===== src/sv/dfdd_pkg.sv =====
package dfdd_pkg;

    // Largest frame the store can hold, in pixels.
    localparam int MAX_PIXELS = 262144;

    localparam int INDEX_W = 18;
    localparam int BYTE_W = 8;
    localparam int COUNT_W = 19;
    localparam int LEN_W = 24;

    // Configuration register indexes.
    localparam logic CFG_MODE = 1'b0;
    localparam logic CFG_PIXEL_COUNT = 1'b1;

    localparam logic MODE_RESET = 1'b1;
    localparam logic [COUNT_W-1:0] PIXEL_COUNT_RESET = 19'd262144;

    // Delta packet framing.
    localparam logic [1:0] HEADER_BYTES = 2'd3;
    localparam logic [1:0] REC_LAST_BYTE = 2'd3;
    localparam logic [BYTE_W-1:0] HI_BITS_MASK = 8'h03;
    localparam int SUB_BIT = 7;

    typedef logic [1:0] op_kind_t;
    localparam op_kind_t OP_RAW = 2'd0;   // raw pixel write
    localparam op_kind_t OP_DELTA = 2'd1; // delta record, read-modify-write
    localparam op_kind_t OP_READ = 2'd2;  // read-back request
    localparam op_kind_t OP_MARK = 2'd3;  // end of packet with no pixel

    typedef struct packed {
        op_kind_t kind;
        logic [INDEX_W-1:0] index;
        logic [BYTE_W-1:0] data;
        logic sub;
        logic err;
        logic eof;
    } op_t;

endpackage


===== src/sv/dfdd_parser.sv =====
module dfdd_parser #(
    parameter int MAX_PIXELS = dfdd_pkg::MAX_PIXELS
) (
    input  logic                            clk,
    input  logic                            rst_n,
    input  logic                            cfg_write,
    input  logic                            cfg_index,
    input  logic [dfdd_pkg::COUNT_W-1:0]    cfg_data,
    input  logic                            in_fire,
    input  logic                            req_type,
    input  logic [dfdd_pkg::BYTE_W-1:0]     rx_byte,
    input  logic [dfdd_pkg::INDEX_W-1:0]    read_index,
    output logic                            op_valid,
    output dfdd_pkg::op_t                   op
);

    localparam logic [dfdd_pkg::COUNT_W-1:0] MAX_COUNT = dfdd_pkg::COUNT_W'(MAX_PIXELS);

    logic                             mode_reg;
    logic [dfdd_pkg::COUNT_W-1:0]     pixel_count_reg;

    logic                             first_frame_pending_reg, first_frame_pending_next;
    logic [dfdd_pkg::INDEX_W-1:0]     raw_position_reg, raw_position_next;
    logic [1:0]                       header_byte_count_reg, header_byte_count_next;
    logic [dfdd_pkg::LEN_W-1:0]       packet_bytes_left_reg, packet_bytes_left_next;
    logic [1:0]                       record_byte_position_reg, record_byte_position_next;
    logic [dfdd_pkg::INDEX_W-1:0]     partial_index_reg, partial_index_next;
    logic                             subtract_flag_reg, subtract_flag_next;

    logic [dfdd_pkg::COUNT_W-1:0]     count;
    logic [dfdd_pkg::COUNT_W-1:0]     count_m1;
    logic                             raw_last;
    logic [dfdd_pkg::LEN_W-1:0]       len_acc;
    logic [dfdd_pkg::LEN_W-1:0]       len_dec;
    logic                             body_ends;
    logic [1:0]                       rec_hi_bits;

    // A pixel count of zero acts as one; anything past the store acts as full size.
    always_comb
    begin
        if (pixel_count_reg == '0)
        begin
            count = dfdd_pkg::COUNT_W'(1);
        end
        else if (pixel_count_reg > MAX_COUNT)
        begin
            count = MAX_COUNT;
        end
        else
        begin
            count = pixel_count_reg;
        end
    end

    assign count_m1 = count - dfdd_pkg::COUNT_W'(1);
    assign raw_last = ({1'b0, raw_position_reg} >= count_m1);
    assign len_dec = packet_bytes_left_reg - dfdd_pkg::LEN_W'(1);
    assign body_ends = (len_dec == '0);
    assign rec_hi_bits = 2'(rx_byte & dfdd_pkg::HI_BITS_MASK);

    always_comb
    begin
        case (header_byte_count_reg)
            2'd0:    len_acc = {16'd0, rx_byte};
            2'd1:    len_acc = packet_bytes_left_reg | {8'd0, rx_byte, 8'd0};
            default: len_acc = packet_bytes_left_reg | {rx_byte, 16'd0};
        endcase
    end

    always_comb
    begin
        first_frame_pending_next = first_frame_pending_reg;
        raw_position_next = raw_position_reg;
        header_byte_count_next = header_byte_count_reg;
        packet_bytes_left_next = packet_bytes_left_reg;
        record_byte_position_next = record_byte_position_reg;
        partial_index_next = partial_index_reg;
        subtract_flag_next = subtract_flag_reg;

        op_valid = 1'b0;
        op.kind = dfdd_pkg::OP_MARK;
        op.index = '0;
        op.data = rx_byte;
        op.sub = subtract_flag_reg;
        op.err = 1'b0;
        op.eof = 1'b0;

        if (req_type)
        begin
            op_valid = 1'b1;
            op.kind = dfdd_pkg::OP_READ;
            op.index = read_index;
            op.err = ({1'b0, read_index} >= count);
        end
        else if (!mode_reg || first_frame_pending_reg)
        begin
            op_valid = 1'b1;
            op.kind = dfdd_pkg::OP_RAW;
            op.index = raw_position_reg;
            op.eof = raw_last;
            if (raw_last)
            begin
                raw_position_next = '0;
                first_frame_pending_next = 1'b0;
            end
            else
            begin
                raw_position_next = raw_position_reg + dfdd_pkg::INDEX_W'(1);
            end
        end
        else if (header_byte_count_reg != dfdd_pkg::HEADER_BYTES)
        begin
            packet_bytes_left_next = len_acc;
            header_byte_count_next = header_byte_count_reg + 2'd1;
            if (header_byte_count_next == dfdd_pkg::HEADER_BYTES)
            begin
                record_byte_position_next = '0;
                if (len_acc == '0)
                begin
                    // Empty packet: report the end of frame right away.
                    header_byte_count_next = '0;
                    op_valid = 1'b1;
                    op.eof = 1'b1;
                end
            end
        end
        else
        begin
            packet_bytes_left_next = len_dec;
            record_byte_position_next = record_byte_position_reg + 2'd1;
            if (body_ends)
            begin
                header_byte_count_next = '0;
            end
            case (record_byte_position_reg)
                2'd0:
                begin
                    partial_index_next = {10'd0, rx_byte};
                end
                2'd1:
                begin
                    partial_index_next = {2'b00, rx_byte, partial_index_reg[7:0]};
                end
                2'd2:
                begin
                    partial_index_next = {rec_hi_bits, partial_index_reg[15:0]};
                    subtract_flag_next = rx_byte[dfdd_pkg::SUB_BIT];
                end
                default:
                begin
                    // Last record byte carries the delta.
                    op_valid = 1'b1;
                    op.kind = dfdd_pkg::OP_DELTA;
                    op.index = partial_index_reg;
                    op.err = ({1'b0, partial_index_reg} >= count);
                    op.eof = body_ends;
                end
            endcase
            if (body_ends && record_byte_position_reg != dfdd_pkg::REC_LAST_BYTE)
            begin
                // Packet ended inside a record: the record is dropped.
                op_valid = 1'b1;
                op.eof = 1'b1;
            end
        end
    end

    always_ff @(posedge clk or negedge rst_n)
    begin
        if (!rst_n)
        begin
            mode_reg <= dfdd_pkg::MODE_RESET;
            pixel_count_reg <= dfdd_pkg::PIXEL_COUNT_RESET;
        end
        else if (cfg_write)
        begin
            case (cfg_index)
                dfdd_pkg::CFG_MODE:        mode_reg <= cfg_data[0];
                dfdd_pkg::CFG_PIXEL_COUNT: pixel_count_reg <= cfg_data;
                default:                   mode_reg <= mode_reg;
            endcase
        end
    end

    always_ff @(posedge clk or negedge rst_n)
    begin
        if (!rst_n)
        begin
            first_frame_pending_reg <= 1'b1;
            raw_position_reg <= '0;
            header_byte_count_reg <= '0;
            packet_bytes_left_reg <= '0;
            record_byte_position_reg <= '0;
            partial_index_reg <= '0;
            subtract_flag_reg <= 1'b0;
        end
        else if (in_fire)
        begin
            first_frame_pending_reg <= first_frame_pending_next;
            raw_position_reg <= raw_position_next;
            header_byte_count_reg <= header_byte_count_next;
            packet_bytes_left_reg <= packet_bytes_left_next;
            record_byte_position_reg <= record_byte_position_next;
            partial_index_reg <= partial_index_next;
            subtract_flag_reg <= subtract_flag_next;
        end
    end

endmodule


===== config.mk =====
export PLATFORM = sky130hd
export DESIGN_NAME = dfdd_parser
export DESIGN_NICKNAME = d
export VERILOG_FILES = /design/src/sv/dfdd_pkg.sv /design/src/sv/dfdd_parser.sv
export SDC_FILE = /design/constraint.sdc
export NUM_CORES = 1
export LEC_CHECK = 0
export BUFFER_PORTS_ARGS = -buffer_cell sky130_fd_sc_hd__clkbuf_2
export CELL_PAD_IN_SITES_DETAIL_PLACEMENT = 1
export CELL_PAD_IN_SITES_GLOBAL_PLACEMENT = 1
export CORE_MARGIN = 1
export CORE_UTILIZATION = 48
export DETAILED_ROUTE_END_ITERATION = 12
export GPL_TIMING_DRIVEN = 0
export PLACE_DENSITY_LB_ADDON = 0.1
export SYNTH_ARGS = -nofsm -noshare
export SYNTH_HDL_FRONTEND = slang
export SYNTH_SLANG_ARGS = --single-unit

===== constraint.sdc =====
create_clock -name clk -period 12.6 [get_ports clk]
set_input_delay 1.89 -clock clk [delete_from_list [all_inputs] [get_ports clk]]
set_output_delay 1.89 -clock clk [all_outputs]
set_load 0.01 [all_outputs]

==> Word level (Yosys, flattened, before mapping) <==
Cells that the tools add are included.
W data, S select, Z words.
{ "word_totals": {"reg_bits": 86, "inputBits": 51, "wordCells": 89} }
{ "classes": {"addsub": 5, "order_cmp": 4, "eq_ne": 7, "muxes": 31, "n_bitwise": 8, "reduce_logical": 23} }
{ "ops": {"columns": ["op", "count"], "rows": [
  ["$mux W20", 4],
  ["$ge A18 B19 Y1", 3],
  ["$pmux W18 S3", 1],
  ["$logic_not A24 Y1", 2],
  ["$pmux W24 S2", 1],
  ["$mux W19", 2],
  ["$mux W24", 1],
  ["$or A24 B16 Y24", 1],
  ["$or A24 B24 Y24", 1],
  ["$sub A24 B1 Y24 const B", 1],
  ["$gt A19 B19 Y1 const B", 1],
  ["$logic_not A19 Y1", 1],
  ["$sub A19 B1 Y19 const B", 1],
  ["$add A18 B1 Y18 const B", 1],
  ["$mux W18", 1],
  ["$mux W1", 14],
  ["$mux W2", 7],
  ["$reduce_and A4 Y1", 3],
  ["$reduce_and A5 Y1", 2],
  ["$reduce_and A7 Y1", 1],
  ["$not A1 Y1", 6],
  ["$reduce_and A3 Y1", 2],
  ["$reduce_and A6 Y1", 1],
  ["$add A2 B1 Y2 const B", 2],
  ["12 further kinds", 18]
]} }

==> Logic depth before layout (Yosys ltp) <==
{ "logic_depth": {"depth_word": 9, "depth_mapped": 21, "depth_no_buf": 17} }

==> Worst setup path after synthesis <==
OpenSTA, ideal clock, no wires.
{ "synth_timing": {"kind": "register to output", "start": "register pixel_count_reg[11] (netlist bit)", "end": "output port op[0] (netlist bit)", "arrival_time_ps": 4419, "path_slack_ps": 6291, "stages_incl_launch_ff": 21, "cell_sequence": "dfrtp_1 > or4_1 > or3_4 > or3_1 > buf_6 > nor2_1 > o21ai_0 > ha_1 > clkbuf_1 > o21ai_0 > and3b_1 > xor2_1 > ha_1 > o21a_1 > o21a_1 > o22ai_1 > a31o_1 > a21oi_1 > clkbuf_1 > nor2_1 > a311oi_1"} }
{ "synth_rtl": {"columns": ["element", "line", "text"], "rows": [
  ["start, declared", "dfdd_parser.sv:20", "logic [dfdd_pkg::COUNT_W-1:0] pixel_count_reg;"],
  ["start signal, assigned", "dfdd_parser.sv:173", "pixel_count_reg <= dfdd_pkg::PIXEL_COUNT_RESET;"],
  ["start signal, assigned", "dfdd_parser.sv:179", "dfdd_pkg::CFG_PIXEL_COUNT: pixel_count_reg <= cfg_data;"],
  ["end, declared", "dfdd_parser.sv:14", "output dfdd_pkg::op_t op"]
]} }

==> flow_summary.json <==
{
  "num-nets-final": 1082,
  "port_buffers": 81,
  "gr-total-overflow": 0,
  "utilization": 0.559,
  "rsz0062_at_grt": "false",
  "holdBufCountCts": 0,
  "cts-root-buf": "clkbuf_16",
  "clkSinkCount": 86,
  "num_io_pins": 83,
  "gp_congestion": 0.955,
  "skew_ps": 8.71,
  "post_cts_buffers": 0,
  "cpPeakStageDelay_ps": 600,
  "synthCells": 870,
  "cp-start-kind": "flop",
  "path_class": "flop to output port",
  "fillCellCount": 1811,
  "yosysWarnings": 0,
  "synth-async-reset-ratio": 1.00,
  "critical_path_buf_inv_count": 4,
  "via_per_inst": 6.44,
  "clk_latency_ps": 350,
  "ys_seq_area_frac": 0.300,
  "grt_first_pass_wirelength_um": 41800,
  "syn_nets": 989,
  "cts.repair.resized": 0,
  "crit_family": "compound AO/OA/AOI/OAI gates",
  "multi_input_area_mm2": 0.00467,
  "ys_top_cells_by_count": "nand2_1 (105), dfrtp_1 (83), o21ai_0 (83), ha_1 (68), nor2_1 (64)",
  "hold_viol": 0,
  "synthFlopType": "dfrtp_1",
  "status": "completed",
  "grt_pass1_vias": 7652,
  "path_cells": "or4_1, or3_4, or3_1, buf_6, nor2_1, o21ai_0, ha_1, clkbuf_1, o21ai_0, and3b_1, xor2_1, ha_1, o21a_1, o21a_1, o22ai_1, a31o_1, a21oi_1, clkbuf_1, nor2_1, a311oi_1, clkbuf_2",
  "start_util": 0.493,
  "largest_register_ffs": 24,
  "tightest_slew_ps": 881,
  "critPathRequiredTime_ps": 10710,
  "crit_fanout": 10,
  "drv_slew": 0,
  "fmax_ghz": 0.124,
  "fin_tns_setup_ps": 0,
  "max-cap-violations": 0,
  "yosysTopAreaCell": "dfrtp_1",
  "ant_nets": 0,
  "ys_types": 78,
  "synth.most_common_cell": "nand2_1",
  "grt_antenna_before_repair": 0,
  "die_h_um": 124,
  "min_period_ps": 8080,
  "cp-end-kind": "output port",
  "clk_path_buf_depth": 2,
  "cp.arrival_ps": 6190,
  "p_leak_nw": 3.64,
  "cts_buffers": 9,
  "synth_edf_count": 0,
  "core_area_mm2": 0.0146,
  "die_area_mm2": 0.0155,
  "seqCellArea_mm2": 0.00216,
  "diodes": 0,
  "wl_um": 26400,
  "final_layout_size_suffix_gt1_frac": 0.162,
  "cts_tree": "built",
  "grt_usage": 0.346,
  "num_vias": 7424,
  "rows": 44,
  "fin_crit_sh": 0.641,
  "power.density_mw_per_mm2": 188,
  "grt_max_degree": 64,
  "hpwlAfterDp_um": 20500,
  "drc": 0,
  "drtIter0Drc": 480,
  "slew_headroom": 0.407,
  "netlist_area_mm2": 0.00719,
  "hold_path.class": "flop to flop",
  "fp.dieW_um": 124,
  "htree_levels": 3,
  "postSynthAreaPerCell_um2": 8.26,
  "setup_viol": 0,
  "drtPass1Iterations": 4,
  "ys_ff_latch": 86,
  "wire_per_inst_um": 22.9,
  "synth.area.top_cells": "dfrtp_1 (29%), ha_1 (12%), o21ai_0 (5.8%)",
  "area_growth_pct": 13.4,
  "vdd_ir_drop_max_mv": 0.116,
  "clk_pin_slew_ps": 60,
  "synth_top_area_frac": 0.289,
  "slowest_stage": "or4_1"
}
[kinds of logic (layout without fill, tap and decap cells)]
| group | after synthesis | after routing | share of synthesized area |
|---|---|---|---|
| adders and majority gates | 68 | 68 | 0.118 |
| DFF | 86 | 86 | 0.300 |
| AOI/OAI and AO/OA | 252 | 252 | 0.228 |
| muxes | 29 | 29 | 0.0444 |
| buffers and inverters | 83 | 181 | 0.0508 |
| xor gates and xnor gates | 18 | 18 | 0.0219 |
| and+or+nand+nor | 334 | 334 | 0.237 |
[path summary, 6_finish.rpt]
check / startpoint / endpoint / slack (ps) / depth (start not counted)
max reg2reg: pixel_count_reg[11] / raw_position_reg[7] / 6850 / 20
min reg2reg: first_frame_pending_reg / first_frame_pending_reg / 500 / 1
max in group asynchronous: rst_n / mode_reg / 10410 / 2
min in group asynchronous: rst_n / raw_position_reg[1] / 1470 / 1
max: pixel_count_reg[11] / op[0] / 4520 / 21
min: first_frame_pending_reg / first_frame_pending_reg / 500 / 1
[layer usage]
metal	part of all wire	vias up	track usage	wire length (µm)
li1	-	3390	-	-
met1	0.41	3695	0.410	10700
met2	0.50	253	0.595	13100
met3	0.040	86	0.0421	1060
met4	0.057	0	0.216	1490
met5	0	-	0	0
[placed cells by master, fill, tap and decap left out, drive strengths merged, types with 15 or more instances in the layout]
master,Yosys,routed
clkbuf,43,138
nand4,20,20
nor3,22,22
dfrtp,83,83
mux2,23,23
nand2,106,106
a21o,15,15
nor4,15,15
a22oi,20,20
buf,16,17
ha,68,68
nor2b,15,15
nor2,65,65
nand3,28,28
o21ai,86,86
inv,24,24
a21oi,43,43
[where the power goes]
| part | total, mW | internal [mW] | switching [mW] |
|---|---|---|---|
| clock network | 0.274 | 0.156 | 0.119 |
| logic | 0.796 | 0.295 | 0.502 |
| registers | 0.461 | 0.354 | 0.107 |
[per-stage QoR]
step                      cell area (µm²)  power (mW)  worst slack, ps  std cells  hold slack, ps
after floorplan                      7190       0.971             6290        870             468
after global placement               7820        1.19             5150       1135             485
after detailed placement             7850        1.24             4980       1136             489
after CTS                            8150        1.52             4570       1152             497
after global routing                 8150        1.63             4250       1152             509
final                                8150        1.53             4520       1152             498
[layout make-up]
cell class / count / area share
multi-input cells: 701 / 0.572
flip-flops and latches: 86 / 0.264
repair buffers: 82 / 0.0534
clock buffers: 14 / 0.0348
plain buffers: 59 / 0.0338
well taps: 184 / 0.0282
inverters: 24 / 0.0110
clock inverters: 2 / 0.00184
No activity file was read; power rests on OpenSTA's default activity.
